**config.mk**
```make
export PLATFORM = sky130hd
export DESIGN_NAME = calendar_date_adder
export DESIGN_NICKNAME = d
export VERILOG_FILES = /design/src/cda_pkg.sv /design/src/cda_div.sv /design/src/cda_dp.sv /design/src/cda_seq.sv /design/src/calendar_date_adder.sv
export SDC_FILE = /design/constraint.sdc
export NUM_CORES = 1
export LEC_CHECK = 0
export ABC_AREA = 1
export BUFFER_PORTS_ARGS = -buffer_cell sky130_fd_sc_hd__buf_4
export CAP_MARGIN = 10
export CORE_ASPECT_RATIO = 1.75
export CORE_MARGIN = 1
export CORE_UTILIZATION = 25
export CTS_CLUSTER_SIZE = 30
export DETAILED_ROUTE_END_ITERATION = 10
export PLACE_DENSITY = 0.37
export SLEW_MARGIN = 20
export SYNTH_ARGS = -nofsm -noshare
export SYNTH_HDL_FRONTEND = slang
export SYNTH_SLANG_ARGS = --single-unit
```
**constraint.sdc**
```tcl
create_clock -name clk -period 16.2 [get_ports clk]
set_clock_uncertainty 0.2 [all_clocks]
set_input_delay 1.62 -clock clk [delete_from_list [all_inputs] [get_ports clk]]
set_output_delay 1.62 -clock clk [all_outputs]
set_load 0.01 [all_outputs]
```
**src/cda_pkg.sv**
```systemverilog
// Shared types, constants and calendar helpers for the calendar date adder.
`timescale 1ns / 1ps

package cda_pkg;

    // Result status codes
    localparam logic [1:0] ST_OK  = 2'd0;
    localparam logic [1:0] ST_BAD = 2'd1;
    localparam logic [1:0] ST_OVF = 2'd2;

    localparam logic signed [15:0] YEAR_MAX = 16'sd9999;
    localparam logic [3:0]  MONTH_MAX = 4'd12;

    // Divisors used by the shared divider
    localparam logic [8:0] DIV_12  = 9'd12;
    localparam logic [8:0] DIV_100 = 9'd100;
    localparam logic [8:0] DIV_400 = 9'd400;
    localparam int         DIVD_W  = 18;
    localparam logic [1:0] DIV_STEPS = 2'd2;

    // Reciprocals: x/3 = (x*43691)>>17 exact for x < 2^17,
    // x/100 = (x*5243)>>19 exact for x < 43690, x/400 is that shifted by two more
    localparam logic [15:0] RECIP_3   = 16'd43691;
    localparam logic [15:0] RECIP_100 = 16'd5243;
    localparam int          SH_3      = 17;
    localparam int          SH_100    = 19;
    localparam int          SH_400    = 21;

    localparam logic [8:0] R400_LAST = 9'd399;
    localparam logic [6:0] R100_LAST = 7'd99;

    // Microcode address
    typedef logic [4:0] upc_t;

    // Datapath operations
    typedef enum logic [3:0] {
        OP_NOP,
        OP_LOAD,
        OP_DIV400,
        OP_DIV100,
        OP_SAVE400,
        OP_SAVE100,
        OP_CHECK,
        OP_FWD,
        OP_BWD,
        OP_MSTART,
        OP_MSET,
        OP_CLAMP,
        OP_FINISH
    } dp_op_t;

    // Jump conditions
    typedef enum logic [3:0] {
        C_NEVER,
        C_ALWAYS,
        C_NO_INPUT,
        C_DIV_BUSY,
        C_BAD,
        C_MONTH,
        C_NEG,
        C_FWD_MORE,
        C_BWD_MORE,
        C_OUT_BUSY
    } cond_t;

    typedef struct packed {
        dp_op_t op;
        cond_t  cond;
        upc_t   target;
    } ucode_t;

    // Datapath status seen by the sequencer
    typedef struct packed {
        logic div_busy;
        logic bad;
        logic month;
        logic neg;
        logic fwd_more;
        logic bwd_more;
    } dp_flags_t;

    // Finished result handed to the output register
    typedef struct packed {
        logic [13:0] year;
        logic [3:0]  month;
        logic [4:0]  day;
        logic [1:0]  status;
    } result_t;

    // Leap test from the year's floor residues mod 400 and mod 100
    function automatic logic is_leap(input logic [8:0] r400, input logic [6:0] r100);
        return ((r400[1:0] == 2'd0) && (r100 != 7'd0)) || (r400 == 9'd0);
    endfunction

    function automatic logic [4:0] days_in_month(input logic [3:0] m, input logic leap);
        logic [4:0] len;
        case (m) inside
            4'd4, 4'd6, 4'd9, 4'd11: len = 5'd30;
            4'd2:                    len = leap ? 5'd29 : 5'd28;
            default:                 len = 5'd31;
        endcase
        return len;
    endfunction

endpackage

```
**src/cda_div.sv**
```systemverilog
// Divider by a small constant: reciprocal multiply, then a back-multiply for the remainder.
`timescale 1ns / 1ps

module cda_div (
    input  logic                       clk,
    input  logic                       rst_n,
    input  logic                       start,
    input  logic [cda_pkg::DIVD_W-1:0] dividend,
    input  logic [8:0]                 divisor,
    output logic                       busy,
    output logic [cda_pkg::DIVD_W-1:0] quotient,
    output logic [8:0]                 remainder
);

    logic [1:0]                 cnt_reg, cnt_next;
    logic [cda_pkg::DIVD_W-1:0] dvd_reg, dvd_next;
    logic [8:0]                 div_reg, div_next;
    logic [15:0]                q_reg, q_next;
    logic [8:0]                 rem_reg, rem_next;
    logic [15:0]                mul_a;
    logic [15:0]                mul_b;
    logic [31:0]                prod;
    logic [15:0]                q_est;
    logic [24:0]                back;

    // Quotient estimate: x/12 as (x/4)/3; x/100 and x/400 share the reciprocal of 100
    always_comb
    begin
        if (div_reg == cda_pkg::DIV_12)
        begin
            mul_a = dvd_reg[cda_pkg::DIVD_W-1:2];
            mul_b = cda_pkg::RECIP_3;
        end
        else
        begin
            mul_a = dvd_reg[15:0];
            mul_b = cda_pkg::RECIP_100;
        end
        prod = 32'(mul_a) * 32'(mul_b);
        case (div_reg)
            cda_pkg::DIV_12:  q_est = 16'(prod >> cda_pkg::SH_3);
            cda_pkg::DIV_100: q_est = 16'(prod >> cda_pkg::SH_100);
            default:          q_est = 16'(prod >> cda_pkg::SH_400);
        endcase
        back = 25'(q_reg) * 25'(div_reg);
    end

    // Step 1 registers the quotient, step 2 the remainder
    always_comb
    begin
        cnt_next = cnt_reg;
        dvd_next = dvd_reg;
        div_next = div_reg;
        q_next   = q_reg;
        rem_next = rem_reg;
        if (start)
        begin
            cnt_next = cda_pkg::DIV_STEPS;
            dvd_next = dividend;
            div_next = divisor;
        end
        else if (cnt_reg == cda_pkg::DIV_STEPS)
        begin
            cnt_next = cnt_reg - 2'd1;
            q_next   = q_est;
        end
        else if (cnt_reg != 2'd0)
        begin
            cnt_next = cnt_reg - 2'd1;
            rem_next = 9'(dvd_reg - 18'(back));
        end
    end

    always_ff @(posedge clk or negedge rst_n)
    begin
        if (!rst_n)
        begin
            cnt_reg <= 2'd0;
        end
        else
        begin
            cnt_reg <= cnt_next;
        end
    end

    always_ff @(posedge clk)
    begin
        dvd_reg <= dvd_next;
        div_reg <= div_next;
        q_reg   <= q_next;
        rem_reg <= rem_next;
    end

    assign busy      = cnt_reg != 2'd0;
    assign quotient  = 18'(q_reg);
    assign remainder = rem_reg;

endmodule

```
**src/cda_dp.sv**
```systemverilog
// Date datapath: working date, day counter, year residues and the shared divider.
`timescale 1ns / 1ps

module cda_dp (
    input  logic                clk,
    input  logic                rst_n,
    input  cda_pkg::dp_op_t     op,
    input  logic                kind,
    input  logic [13:0]         year_in,
    input  logic [3:0]          month_in,
    input  logic [4:0]          day_in,
    input  logic signed [16:0]  amount,
    output cda_pkg::dp_flags_t  flags,
    output cda_pkg::result_t    result
);

    logic [13:0]        yi_reg, yi_next;
    logic [3:0]         mi_reg, mi_next;
    logic [4:0]         di_reg, di_next;
    logic               kind_reg, kind_next;
    logic signed [16:0] amt_reg, amt_next;
    logic               neg_reg, neg_next;
    logic [16:0]        n_reg, n_next;
    logic signed [15:0] y_reg, y_next;
    logic [3:0]         m_reg, m_next;
    logic [4:0]         d_reg, d_next;
    logic [8:0]         r400_reg, r400_next;
    logic [6:0]         r100_reg, r100_next;
    logic [1:0]         stat_reg, stat_next;
    logic               ovf_reg, ovf_next;

    logic               leap;
    logic [4:0]         len;
    logic [4:0]         prev_len;
    logic [17:0]        fwd_sum;
    logic               fwd_more;
    logic               bwd_more;
    logic               invalid;
    logic               out_of_range;
    logic signed [19:0] total;
    logic [8:0]         r400_inc, r400_dec;
    logic [6:0]         r100_inc, r100_dec;

    logic               div_start;
    logic [17:0]        div_dividend;
    logic [8:0]         div_divisor;
    logic               div_busy;
    logic [17:0]        div_quo;
    logic [8:0]         div_rem;

    cda_div u_div (
        .clk       (clk),
        .rst_n     (rst_n),
        .start     (div_start),
        .dividend  (div_dividend),
        .divisor   (div_divisor),
        .busy      (div_busy),
        .quotient  (div_quo),
        .remainder (div_rem)
    );

    // Calendar terms of the working date
    always_comb
    begin
        leap     = cda_pkg::is_leap(r400_reg, r100_reg);
        len      = cda_pkg::days_in_month(m_reg, leap);
        prev_len = cda_pkg::days_in_month(m_reg - 4'd1, leap);
        fwd_sum  = 18'(d_reg) + 18'(n_reg);
        fwd_more = fwd_sum > 18'(len);
        bwd_more = n_reg >= 17'(d_reg);
        invalid  = (y_reg > cda_pkg::YEAR_MAX) || (m_reg == 4'd0)
                   || (m_reg > cda_pkg::MONTH_MAX) || (d_reg == 5'd0) || (d_reg > len);
        out_of_range = y_reg[15] || (y_reg > cda_pkg::YEAR_MAX);
        // months since year 0: y*12 + (m-1) + amount
        total = (20'(y_reg[13:0]) << 3) + (20'(y_reg[13:0]) << 2)
                + 20'(m_reg) - 20'sd1 + 20'(amt_reg);
        r400_inc = (r400_reg == cda_pkg::R400_LAST) ? 9'd0 : r400_reg + 9'd1;
        r400_dec = (r400_reg == 9'd0) ? cda_pkg::R400_LAST : r400_reg - 9'd1;
        r100_inc = (r100_reg == cda_pkg::R100_LAST) ? 7'd0 : r100_reg + 7'd1;
        r100_dec = (r100_reg == 7'd0) ? cda_pkg::R100_LAST : r100_reg - 7'd1;
    end

    // Divider hookup
    always_comb
    begin
        div_start    = (op == cda_pkg::OP_DIV400) || (op == cda_pkg::OP_DIV100)
                       || (op == cda_pkg::OP_MSTART);
        div_dividend = (op == cda_pkg::OP_MSTART) ? total[17:0] : 18'(y_reg[13:0]);
        case (op)
            cda_pkg::OP_DIV400: div_divisor = cda_pkg::DIV_400;
            cda_pkg::OP_DIV100: div_divisor = cda_pkg::DIV_100;
            default:            div_divisor = cda_pkg::DIV_12;
        endcase
    end

    // Operation decode
    always_comb
    begin
        yi_next   = yi_reg;
        mi_next   = mi_reg;
        di_next   = di_reg;
        kind_next = kind_reg;
        amt_next  = amt_reg;
        neg_next  = neg_reg;
        n_next    = n_reg;
        y_next    = y_reg;
        m_next    = m_reg;
        d_next    = d_reg;
        r400_next = r400_reg;
        r100_next = r100_reg;
        stat_next = stat_reg;
        ovf_next  = ovf_reg;
        case (op)
            cda_pkg::OP_LOAD:
            begin
                yi_next   = year_in;
                mi_next   = month_in;
                di_next   = day_in;
                kind_next = kind;
                amt_next  = amount;
                neg_next  = amount[16];
                n_next    = amount[16] ? 17'(-amount) : 17'(amount);
                y_next    = 16'(year_in);
                m_next    = month_in;
                d_next    = day_in;
                stat_next = cda_pkg::ST_OK;
                ovf_next  = 1'b0;
            end
            cda_pkg::OP_SAVE400: r400_next = div_rem;
            cda_pkg::OP_SAVE100: r100_next = 7'(div_rem);
            cda_pkg::OP_CHECK:   stat_next = invalid ? cda_pkg::ST_BAD : cda_pkg::ST_OK;
            // forward walk: one month per cycle
            cda_pkg::OP_FWD:
            begin
                if (fwd_more)
                begin
                    n_next = 17'(18'(n_reg) + 18'(d_reg) - 18'(len) - 18'd1);
                    d_next = 5'd1;
                    if (m_reg == cda_pkg::MONTH_MAX)
                    begin
                        m_next    = 4'd1;
                        y_next    = y_reg + 16'sd1;
                        r400_next = r400_inc;
                        r100_next = r100_inc;
                    end
                    else
                    begin
                        m_next = m_reg + 4'd1;
                    end
                end
                else
                begin
                    d_next = 5'(fwd_sum);
                end
            end
            // backward walk: one month per cycle
            cda_pkg::OP_BWD:
            begin
                if (bwd_more)
                begin
                    n_next = n_reg - 17'(d_reg);
                    if (m_reg == 4'd1)
                    begin
                        m_next    = cda_pkg::MONTH_MAX;
                        d_next    = 5'd31;
                        y_next    = y_reg - 16'sd1;
                        r400_next = r400_dec;
                        r100_next = r100_dec;
                    end
                    else
                    begin
                        m_next = m_reg - 4'd1;
                        d_next = prev_len;
                    end
                end
                else
                begin
                    d_next = d_reg - n_reg[4:0];
                end
            end
            cda_pkg::OP_MSTART: ovf_next = total[19];
            cda_pkg::OP_MSET:
            begin
                y_next = 16'(div_quo);
                m_next = 4'(div_rem) + 4'd1;
            end
            cda_pkg::OP_CLAMP:
            begin
                if (d_reg > len)
                begin
                    d_next = len;
                end
            end
            default:
            begin
            end
        endcase
    end

    always_ff @(posedge clk)
    begin
        yi_reg   <= yi_next;
        mi_reg   <= mi_next;
        di_reg   <= di_next;
        kind_reg <= kind_next;
        amt_reg  <= amt_next;
        neg_reg  <= neg_next;
        n_reg    <= n_next;
        y_reg    <= y_next;
        m_reg    <= m_next;
        d_reg    <= d_next;
        r400_reg <= r400_next;
        r100_reg <= r100_next;
        stat_reg <= stat_next;
        ovf_reg  <= ovf_next;
    end

    // Status flags for the sequencer
    always_comb
    begin
        flags.div_busy = div_busy;
        flags.bad      = stat_reg == cda_pkg::ST_BAD;
        flags.month    = kind_reg;
        flags.neg      = neg_reg;
        flags.fwd_more = fwd_more;
        flags.bwd_more = bwd_more;
    end

    // Final result; errors echo the input date
    always_comb
    begin
        if (stat_reg == cda_pkg::ST_BAD)
        begin
            result = '{year: yi_reg, month: mi_reg, day: di_reg, status: cda_pkg::ST_BAD};
        end
        else if (ovf_reg || out_of_range)
        begin
            result = '{year: yi_reg, month: mi_reg, day: di_reg, status: cda_pkg::ST_OVF};
        end
        else
        begin
            result = '{year: y_reg[13:0], month: m_reg, day: d_reg, status: cda_pkg::ST_OK};
        end
    end

endmodule

```
**src/cda_seq.sv**
```systemverilog
// Microcode sequencer: step counter, control store and conditional jumps.
`timescale 1ns / 1ps

module cda_seq (
    input  logic               clk,
    input  logic               rst_n,
    input  cda_pkg::dp_flags_t flags,
    input  logic               in_valid,
    input  logic               out_busy,
    output cda_pkg::dp_op_t    op,
    output logic               idle
);

    // Program labels
    localparam cda_pkg::upc_t A_IDLE   = 5'd0;
    localparam cda_pkg::upc_t A_WAIT1  = 5'd2;
    localparam cda_pkg::upc_t A_WAIT2  = 5'd5;
    localparam cda_pkg::upc_t A_FWD    = 5'd11;
    localparam cda_pkg::upc_t A_BWD    = 5'd13;
    localparam cda_pkg::upc_t A_MON    = 5'd15;
    localparam cda_pkg::upc_t A_WAIT3  = 5'd16;
    localparam cda_pkg::upc_t A_WAIT4  = 5'd19;
    localparam cda_pkg::upc_t A_WAIT5  = 5'd22;
    localparam cda_pkg::upc_t A_FIN    = 5'd25;

    cda_pkg::upc_t   pc_reg, pc_next;
    cda_pkg::ucode_t uw;
    logic            take;

    // Control store
    function automatic cda_pkg::ucode_t ucode_rom(input cda_pkg::upc_t pc);
        cda_pkg::ucode_t w;
        case (pc)
            // fetch the transaction, then year residues of the start date
            5'd0:  w = '{cda_pkg::OP_LOAD,    cda_pkg::C_NO_INPUT, A_IDLE};
            5'd1:  w = '{cda_pkg::OP_DIV400,  cda_pkg::C_NEVER,    A_IDLE};
            5'd2:  w = '{cda_pkg::OP_NOP,     cda_pkg::C_DIV_BUSY, A_WAIT1};
            5'd3:  w = '{cda_pkg::OP_SAVE400, cda_pkg::C_NEVER,    A_IDLE};
            5'd4:  w = '{cda_pkg::OP_DIV100,  cda_pkg::C_NEVER,    A_IDLE};
            5'd5:  w = '{cda_pkg::OP_NOP,     cda_pkg::C_DIV_BUSY, A_WAIT2};
            5'd6:  w = '{cda_pkg::OP_SAVE100, cda_pkg::C_NEVER,    A_IDLE};
            // validate and dispatch
            5'd7:  w = '{cda_pkg::OP_CHECK,   cda_pkg::C_NEVER,    A_IDLE};
            5'd8:  w = '{cda_pkg::OP_NOP,     cda_pkg::C_BAD,      A_FIN};
            5'd9:  w = '{cda_pkg::OP_NOP,     cda_pkg::C_MONTH,    A_MON};
            5'd10: w = '{cda_pkg::OP_NOP,     cda_pkg::C_NEG,      A_BWD};
            // day shift forward
            5'd11: w = '{cda_pkg::OP_FWD,     cda_pkg::C_FWD_MORE, A_FWD};
            5'd12: w = '{cda_pkg::OP_NOP,     cda_pkg::C_ALWAYS,   A_FIN};
            // day shift backward
            5'd13: w = '{cda_pkg::OP_BWD,     cda_pkg::C_BWD_MORE, A_BWD};
            5'd14: w = '{cda_pkg::OP_NOP,     cda_pkg::C_ALWAYS,   A_FIN};
            // month shift: divide month count by 12, then new residues, then clamp the day
            5'd15: w = '{cda_pkg::OP_MSTART,  cda_pkg::C_NEVER,    A_IDLE};
            5'd16: w = '{cda_pkg::OP_NOP,     cda_pkg::C_DIV_BUSY, A_WAIT3};
            5'd17: w = '{cda_pkg::OP_MSET,    cda_pkg::C_NEVER,    A_IDLE};
            5'd18: w = '{cda_pkg::OP_DIV400,  cda_pkg::C_NEVER,    A_IDLE};
            5'd19: w = '{cda_pkg::OP_NOP,     cda_pkg::C_DIV_BUSY, A_WAIT4};
            5'd20: w = '{cda_pkg::OP_SAVE400, cda_pkg::C_NEVER,    A_IDLE};
            5'd21: w = '{cda_pkg::OP_DIV100,  cda_pkg::C_NEVER,    A_IDLE};
            5'd22: w = '{cda_pkg::OP_NOP,     cda_pkg::C_DIV_BUSY, A_WAIT5};
            5'd23: w = '{cda_pkg::OP_SAVE100, cda_pkg::C_NEVER,    A_IDLE};
            5'd24: w = '{cda_pkg::OP_CLAMP,   cda_pkg::C_NEVER,    A_IDLE};
            // hand off once the output register is free
            5'd25: w = '{cda_pkg::OP_FINISH,  cda_pkg::C_OUT_BUSY, A_FIN};
            5'd26: w = '{cda_pkg::OP_NOP,     cda_pkg::C_ALWAYS,   A_IDLE};
            default: w = '{cda_pkg::OP_NOP,   cda_pkg::C_ALWAYS,   A_IDLE};
        endcase
        return w;
    endfunction

    // Condition select and next step
    always_comb
    begin
        uw = ucode_rom(pc_reg);
        case (uw.cond)
            cda_pkg::C_NEVER:    take = 1'b0;
            cda_pkg::C_ALWAYS:   take = 1'b1;
            cda_pkg::C_NO_INPUT: take = !in_valid;
            cda_pkg::C_DIV_BUSY: take = flags.div_busy;
            cda_pkg::C_BAD:      take = flags.bad;
            cda_pkg::C_MONTH:    take = flags.month;
            cda_pkg::C_NEG:      take = flags.neg;
            cda_pkg::C_FWD_MORE: take = flags.fwd_more;
            cda_pkg::C_BWD_MORE: take = flags.bwd_more;
            cda_pkg::C_OUT_BUSY: take = out_busy;
            default:             take = 1'b0;
        endcase
        pc_next = take ? uw.target : pc_reg + 5'd1;
    end

    always_ff @(posedge clk or negedge rst_n)
    begin
        if (!rst_n)
        begin
            pc_reg <= A_IDLE;
        end
        else
        begin
            pc_reg <= pc_next;
        end
    end

    assign op   = uw.op;
    assign idle = pc_reg == A_IDLE;

endmodule

```
**src/calendar_date_adder.sv**
```systemverilog
// Calendar date adder top level: handshakes, output register and checks.
`timescale 1ns / 1ps

// Adds a signed number of days (kind 0) or months (kind 1) to a Gregorian
// date and returns the new date with a status: 0 ok, 1 invalid input date,
// 2 result year outside 0..9999; on either error the input date comes back
// unchanged. One transaction is worked on at a time by a microcoded
// sequencer over a small datapath; in_stall is high from the cycle after
// acceptance until the sequencer is back at its first step. Taking the
// transaction in and checking the date includes two passes of the shared
// constant divider that finds the year's residues mod 400 and mod 100; an
// invalid date then goes straight to the finishing step. A day shift walks
// one month per cycle. A month shift makes three divider passes. The output
// register holds the result while the next transaction is already being
// taken in and worked on; while a result is still held by a stalled
// receiver the sequencer waits at its finishing step.
module calendar_date_adder (
    input  logic               clk,
    input  logic               rst_n,
    input  logic               in_valid,
    output logic               in_stall,
    input  logic               kind,
    input  logic [13:0]        year_in,
    input  logic [3:0]         month_in,
    input  logic [4:0]         day_in,
    input  logic signed [16:0] amount,
    output logic               out_valid,
    input  logic               out_stall,
    output logic [13:0]        year_out,
    output logic [3:0]         month_out,
    output logic [4:0]         day_out,
    output logic [1:0]         status
);

    cda_pkg::dp_op_t    op;
    cda_pkg::dp_flags_t flags;
    cda_pkg::result_t   result;
    logic               idle;
    logic               out_busy;
    logic               out_load;

    logic               out_valid_reg, out_valid_next;
    cda_pkg::result_t   out_reg;

    cda_seq u_seq (
        .clk      (clk),
        .rst_n    (rst_n),
        .flags    (flags),
        .in_valid (in_valid),
        .out_busy (out_busy),
        .op       (op),
        .idle     (idle)
    );

    cda_dp u_dp (
        .clk      (clk),
        .rst_n    (rst_n),
        .op       (op),
        .kind     (kind),
        .year_in  (year_in),
        .month_in (month_in),
        .day_in   (day_in),
        .amount   (amount),
        .flags    (flags),
        .result   (result)
    );

    // Output register: loads when empty or draining this cycle
    always_comb
    begin
        out_busy = out_valid_reg && out_stall;
        out_load = (op == cda_pkg::OP_FINISH) && !out_busy;
        if (out_load)
        begin
            out_valid_next = 1'b1;
        end
        else if (out_valid_reg && !out_stall)
        begin
            out_valid_next = 1'b0;
        end
        else
        begin
            out_valid_next = out_valid_reg;
        end
    end

    always_ff @(posedge clk or negedge rst_n)
    begin
        if (!rst_n)
        begin
            out_valid_reg <= 1'b0;
        end
        else
        begin
            out_valid_reg <= out_valid_next;
        end
    end

    always_ff @(posedge clk)
    begin
        if (out_load)
        begin
            out_reg <= result;
        end
    end

    assign in_stall  = !idle;
    assign out_valid = out_valid_reg;
    assign year_out  = out_reg.year;
    assign month_out = out_reg.month;
    assign day_out   = out_reg.day;
    assign status    = out_reg.status;

    // An accepted transaction takes the sequencer out of idle
    a_accept_busy: assert property (@(posedge clk) disable iff (!rst_n)
        (in_valid && !in_stall) |=> in_stall)
        else $error("sequencer still idle after accepting a transaction");

    // Status is always one of the defined codes
    a_status_code: assert property (@(posedge clk) disable iff (!rst_n)
        out_valid |-> (status == cda_pkg::ST_OK || status == cda_pkg::ST_BAD
                       || status == cda_pkg::ST_OVF))
        else $error("undefined status code on output");

    // A good result is a date in range
    a_ok_in_range: assert property (@(posedge clk) disable iff (!rst_n)
        (out_valid && status == cda_pkg::ST_OK) |->
        (year_out <= 14'd9999 && month_out >= 4'd1 && month_out <= 4'd12
         && day_out >= 5'd1))
        else $error("ok status with an out-of-range date");

    // A finished result never overwrites one the receiver has not taken
    a_no_overwrite: assert property (@(posedge clk) disable iff (!rst_n)
        out_load |-> !(out_valid_reg && out_stall))
        else $error("output register loaded while held");

endmodule
```
### After elaboration in Yosys (flattened, before gate mapping)

Memory sizes are Yosys's and may differ from the RTL's.
Cells that the tools add are included.

| storage, ports and cells | value |
|---|---|
| output and inout bits | 27 |
| bits of input ports | 45 |
| flip-flop bits (word level) | 188 |
| bits in read-only memories | 416 |
| memories kept | 1 |

Memories:

| memory | depth | bits a word | rd ports | clocked after memory_dff | wr ports | RTL line | text |
|---|---|---|---|---|---|---|---|
| (name not given) | 32 | 13 | 1 | 0 | 0 | cda_seq.sv:33 | `case (pc)` |

| operators by class | value |
|---|---|
| equal/unequal tests | 44 |
| multiplexer cells | 55 |
| $lt $le $gt $ge | 5 |
| add/sub/neg operators | 22 |
| bitwise operators | 2 |
| reduce and logical (&&, ||, !) cells | 44 |
| $mul | 2 |

Operators with widths:

| kind | count |
|---|---|
| $mux W16 | 6 |
| $pmux W16 S4 | 1 |
| $mux W9 | 6 |
| $mux W17 | 3 |
| $pmux W17 S3 | 1 |
| $mux W25 | 2 |
| $eq A4 B3 Y1 const B | 12 |
| $eq A4 B4 Y1 const B | 12 |
| $mux W5 | 9 |
| $mux W7 | 6 |
| $sub A17 B5 Y17 | 2 |
| $mul A16 B16 Y32 | 1 |
| $pmux W15 S2 | 1 |
| $pmux W9 S3 | 1 |
| $eq A4 B2 Y1 const B | 6 |
| $pmux W7 S3 | 1 |
| $add A20 B20 Y20 | 1 |
| $add A20 B4 Y20 | 1 |
| $pmux W5 S4 | 1 |
| $sub A20 B1 Y20 const B | 1 |
| $add A17 B16 Y18 | 1 |
| $add A5 B17 Y18 | 1 |
| $gt A18 B5 Y1 | 1 |
| $pmux W9 S2 | 1 |
| other kinds (52) | 96 |

### Depth between registers and ports, before layout

| logic depth | value |
|---|---|
| depth in word-level cells | 10 |
| gate-level depth with buffers | 37 |
| gate-level depth less buffers | 35 |

### Cells and area by module

From an unflattened synthesis, not the netlist that was laid out.

| unflattened totals | value |
|---|---|
| cells, all modules | 2884 |
| area, all modules | 22979.5 um^2 |

By module, submodules not included:

| module | cells an instance | seq. area each (um^2) | times used | area an instance (um^2) |
|---|---|---|---|---|
| cda_div | 1275 | 1581.5 | 1 | 10695.3 |
| cda_dp | 1436 | 3032.9 | 1 | 10545.1 |
| cda_seq | 138 | 125.1 | 1 | 927.1 |
| calendar_date_adder | 35 | 775.7 | 1 | 812.0 |

### Worst setup path after synthesis

No wires, ideal clock.

| path | value |
|---|---|
| kind | register -> register |
| start point | register u_dp.u_div.div_reg[7] |
| end point | register u_dp.u_div.q_reg[6], data pin |
| library setup time | 260 ps |
| slack | 9432 ps |
| path buffers | 2 |
| data required time | 15740 ps |
| arrival time | 6308 ps |
| stages on the path, launching flop included | 28 |
| path through | edfxtp_1 -> nor2_1 -> nand2_1 -> clkinv_1 -> buf_2 -> buf_1 -> nor2_1 -> nor2_1 -> inv_1 -> fa_1 -> inv_1 -> fa_1 -> inv_1 -> fa_1 -> fa_1 -> fa_1 -> inv_1 -> fa_1 -> inv_1 -> ha_1 -> inv_1 -> o21ai_0 -> a21oi_1 -> o21ai_0 -> a211oi_1 -> nand3_1 -> nand3_1 -> nand3_1 |

| between the ends | value |
|---|---|
| longest elaborated chain between the ends | 4 |
| elaborated cells on any way between the ends | 6 |
| classes of those cells | mul (1); eq/ne (2); mux (3) |

RTL lines:

| element | RTL line | text |
|---|---|---|
| start, declared | cda_div.sv:17 | `logic [8:0] div_reg, div_next;` |
| start signal, assigned | cda_div.sv:89 | `div_reg <= div_next;` |
| $eq A9 B4 Y1 | cda_div.sv:29, cda_div.sv:40 |  |
| $mux W16 | cda_div.sv:29 | `if (div_reg == cda_pkg::DIV_12)` |
| $mul A16 B16 Y32 | cda_div.sv:39 | `prod = 32'(mul_a) * 32'(mul_b);` |
| $pmux W15 S2 (*) | cda_div.sv:40 | `case (div_reg)` |
| via u_dp.u_div.q_est[6] | cda_div.sv:23 | `logic [15:0] q_est;` |
| end signal, assigned | cda_div.sv:90 | `q_reg <= q_next;` |
| end, declared | cda_div.sv:18 | `logic [15:0] q_reg, q_next;` |

Mark *: on every way through the listed nets, which the timed path passes. The rest lies on a longest branch.
A chain may end at the register's enable or synchronous reset.

### Worst setup path after layout

| path | value |
|---|---|
| start point | register u_dp.u_div.div_reg[7] |
| end point | register u_dp.u_div.q_reg[8], data pin |

The elaborated chain is that of the path after synthesis.

==> impl_metrics.ini <==
[timing]
fin_crit_ns = 7.74
worst_slack_ns = 8.46
fin_setup_tns_ns = 0
rsz0062_at_grt = false
hold_viol_final = 0
setup_viol = 0
tightest_slew_ns = 0.947
fmax_mhz = 129
maxSlewViolCount = 0
period_share_pct = 47.8
slew_headroom_pct = 36.7

[grt]
grt.total_usage_pct = 18.6
antenna_found_initial = 0
grt_pass1_wl_mm = 120
grt_max_degree = 43
globalRoute.totalOverflow = 0
grt_pass1_vias = 19500

[route]
wl_per_cell_um = 20.3
vias = 18300
viasPerCell = 4.60
drc = 0
ant_nets = 0
first_pass_iters = 5
routed_wl_mm = 80.7
drt-initial-drc-count = 1007

[worst_setup_path]
cp_data_required_time_ns = 16.22
critPathMaxStageDelay_ns = 0.60
reg2reg_depth = 27
critical_path_arrival_ns = 7.76
path_max_fanout = 42
critPathLaunchType = flop
r2r_slack_ns = 8.46
reg2reg_to = u_dp.u_div.q_reg[8]$_DFFE_PP_
critPathCaptureType = flop
r2r_start = u_dp.u_div.div_reg[7]$_DFFE_PN_
cp_slowest_cell = fa_1
crit_type = flop to flop

[placed_design]
dp_slack_ns = 8.43
port_buffers = 71
hpwl_mm = 69.3
placedCellCount = 3943
globalplace.congestion = 0.904

[clock_tree]
holdBufCountCts = 0
cts_tree = built
post_cts_buffers = 0
clk_path_buf_depth = 2
cts_inserted_buffers = 17
clkLatencyLatePin_ns = 0.48
cts_resized = 0
clockRootBuffer = clkbuf_16
cts_sinks = 180
clk_pin_slew_ns = 0.08
htreeDepth = 4

[yosys]
synth_area_leaders = edfxtp_1 (24%), ha_1 (16%), fa_1 (13%), inv_1 (10%), nand2_1 (9.0%)
ys_types = 59
netlist.area_leader.share_pct = 23.7
yosysSeqAreaShare_pct = 24.6
synth_most_common_cell = inv_1
synth_area_per_cell_um2 = 7.94
synth_commonest_cells = inv_1 (580), nand2_1 (523), ha_1 (280), nor2_1 (209), edfxtp_1 (172)
synth_area_leader_cell = edfxtp_1
synth-seq-cells = 180
async_flop_share_pct = 4.44
synth-edff-count = 172
synthesis.instances = 2748
ys_warn_count = 0
synth_ff_type = edfxtp_1
synth_area_um2 = 21800

[cells_and_area]
largest_reg_flops = 18
layout.nets = 3273
drive_gt1_share_pct = 6.25
area_delta_synth_final_pct = 11.2
post-route-util_pct = 28.0
fillers = 9500
instances_no_fill = 3975
diodes = 0

[floorplanning]
fp.dieH_um = 393
die_w_um = 225
die-area_um2 = 88500
start_util_pct = 25.2
core_um2 = 86600
rows = 143
io_pins = 72

[min_path]
min_from = u_dp.yi_reg[11]$_DFFE_PP_
min_path_cells = 1
hp-class = flop to flop
whs_endpoint = year_out[11]$_DFFE_PP_

[run]
drv_cap = 0

[run_status]
status = completed
-- per-stage QoR --
step	hold slack [ns]	cell area [um2]
3_5_place_dp	0.319	23700
3_3_place_gp	0.321	23700
2_1_floorplan	0.226	21800
4_1_cts	0.324	24200
5_1_grt	0.340	24200
6_report	0.326	24200
-- layout make-up --
| class | instances | area, um2 | share of cell area [%] |
|---|---|---|---|
| well taps | 1160 | 1450 | 5.99 |
| flip-flops and latches | 180 | 5370 | 22.1 |
| inverters | 590 | 2210 | 9.13 |
| multi-input cells | 1928 | 14000 | 57.7 |
| clock buffers | 17 | 425 | 1.75 |
| repair buffers | 86 | 658 | 2.71 |
| clock inverters | 14 | 144 | 0.593 |
-- logic make-up (layout without fill, tap and decap cells) --
group / Yosys count / in the layout / synth area share, %
AO/OA/AOI/OAI: 390 / 390 / 10.6
XOR/XNOR: 100 / 100 / 4.02
adder cells (fa/ha/maj): 425 / 425 / 29.4
buffers and inverters: 641 / 707 / 11.4
flip-flops: 180 / 180 / 24.6
multiplexers: 7 / 7 / 0.361
other: 1 / 2 / 0.0172
AND/OR/NAND/NOR: 1004 / 1004 / 19.6
-- routing by layer --
layer  vias to the layer above  track usage (%)  wire [um]
met5                         -                0          0
met4                         0             9.00       3880
met3                       101             1.38       1460
met2                       363             39.8      48100
met1                      8811             16.9      27200
li1                       8997                -          -
-- worst max-delay path by stage --
stage,start,end,slack (ns),cells after the start
floorplan,u_dp.u_div.div_reg[7]$_DFFE_PN_,u_dp.u_div.q_reg[6]$_DFFE_PP_,9.43,27
global placement,u_dp.u_div.div_reg[7]$_DFFE_PN_,u_dp.u_div.q_reg[6]$_DFFE_PP_,8.41,27
detailed placement,u_dp.u_div.div_reg[7]$_DFFE_PN_,u_dp.u_div.q_reg[6]$_DFFE_PP_,8.43,27
CTS,u_dp.u_div.div_reg[7]$_DFFE_PN_,u_dp.u_div.q_reg[10]$_DFFE_PP_,8.42,27
global route,u_dp.u_div.div_reg[2]$_DFFE_PN_,u_dp.u_div.q_reg[10]$_DFFE_PP_,7.97,31
finish,u_dp.u_div.div_reg[7]$_DFFE_PN_,u_dp.u_div.q_reg[8]$_DFFE_PP_,8.46,27
-- cells in the final DEF, fill, tap and decap left out, types with 85 or more instances in the layout --
| master | netlist | final |
|---|---|---|
| o21ai_0 | 131 | 131 |
| inv_1 | 580 | 580 |
| nand3_1 | 145 | 145 |
| buf_4 | 9 | 85 |
| nor2_1 | 209 | 206 |
| ha_1 | 280 | 280 |
| edfxtp_1 | 172 | 172 |
| nand2_1 | 523 | 523 |
| a21oi_1 | 115 | 115 |
| fa_1 | 145 | 145 |
-- critical path: cells and delay by family, from the launching register on --
family	cells	cell delay, ns
AOI/OAI and AO/OA	4	0.96
and+or+nand+nor	7	1.08
DFF	1	0.49
adders and majority gates	7	3.52
buffers and inverters	9	1.21
Power is left out: the tool's default activity adds up to more than one toggle a clock period on the data nets, which glitch-free logic cannot reach.
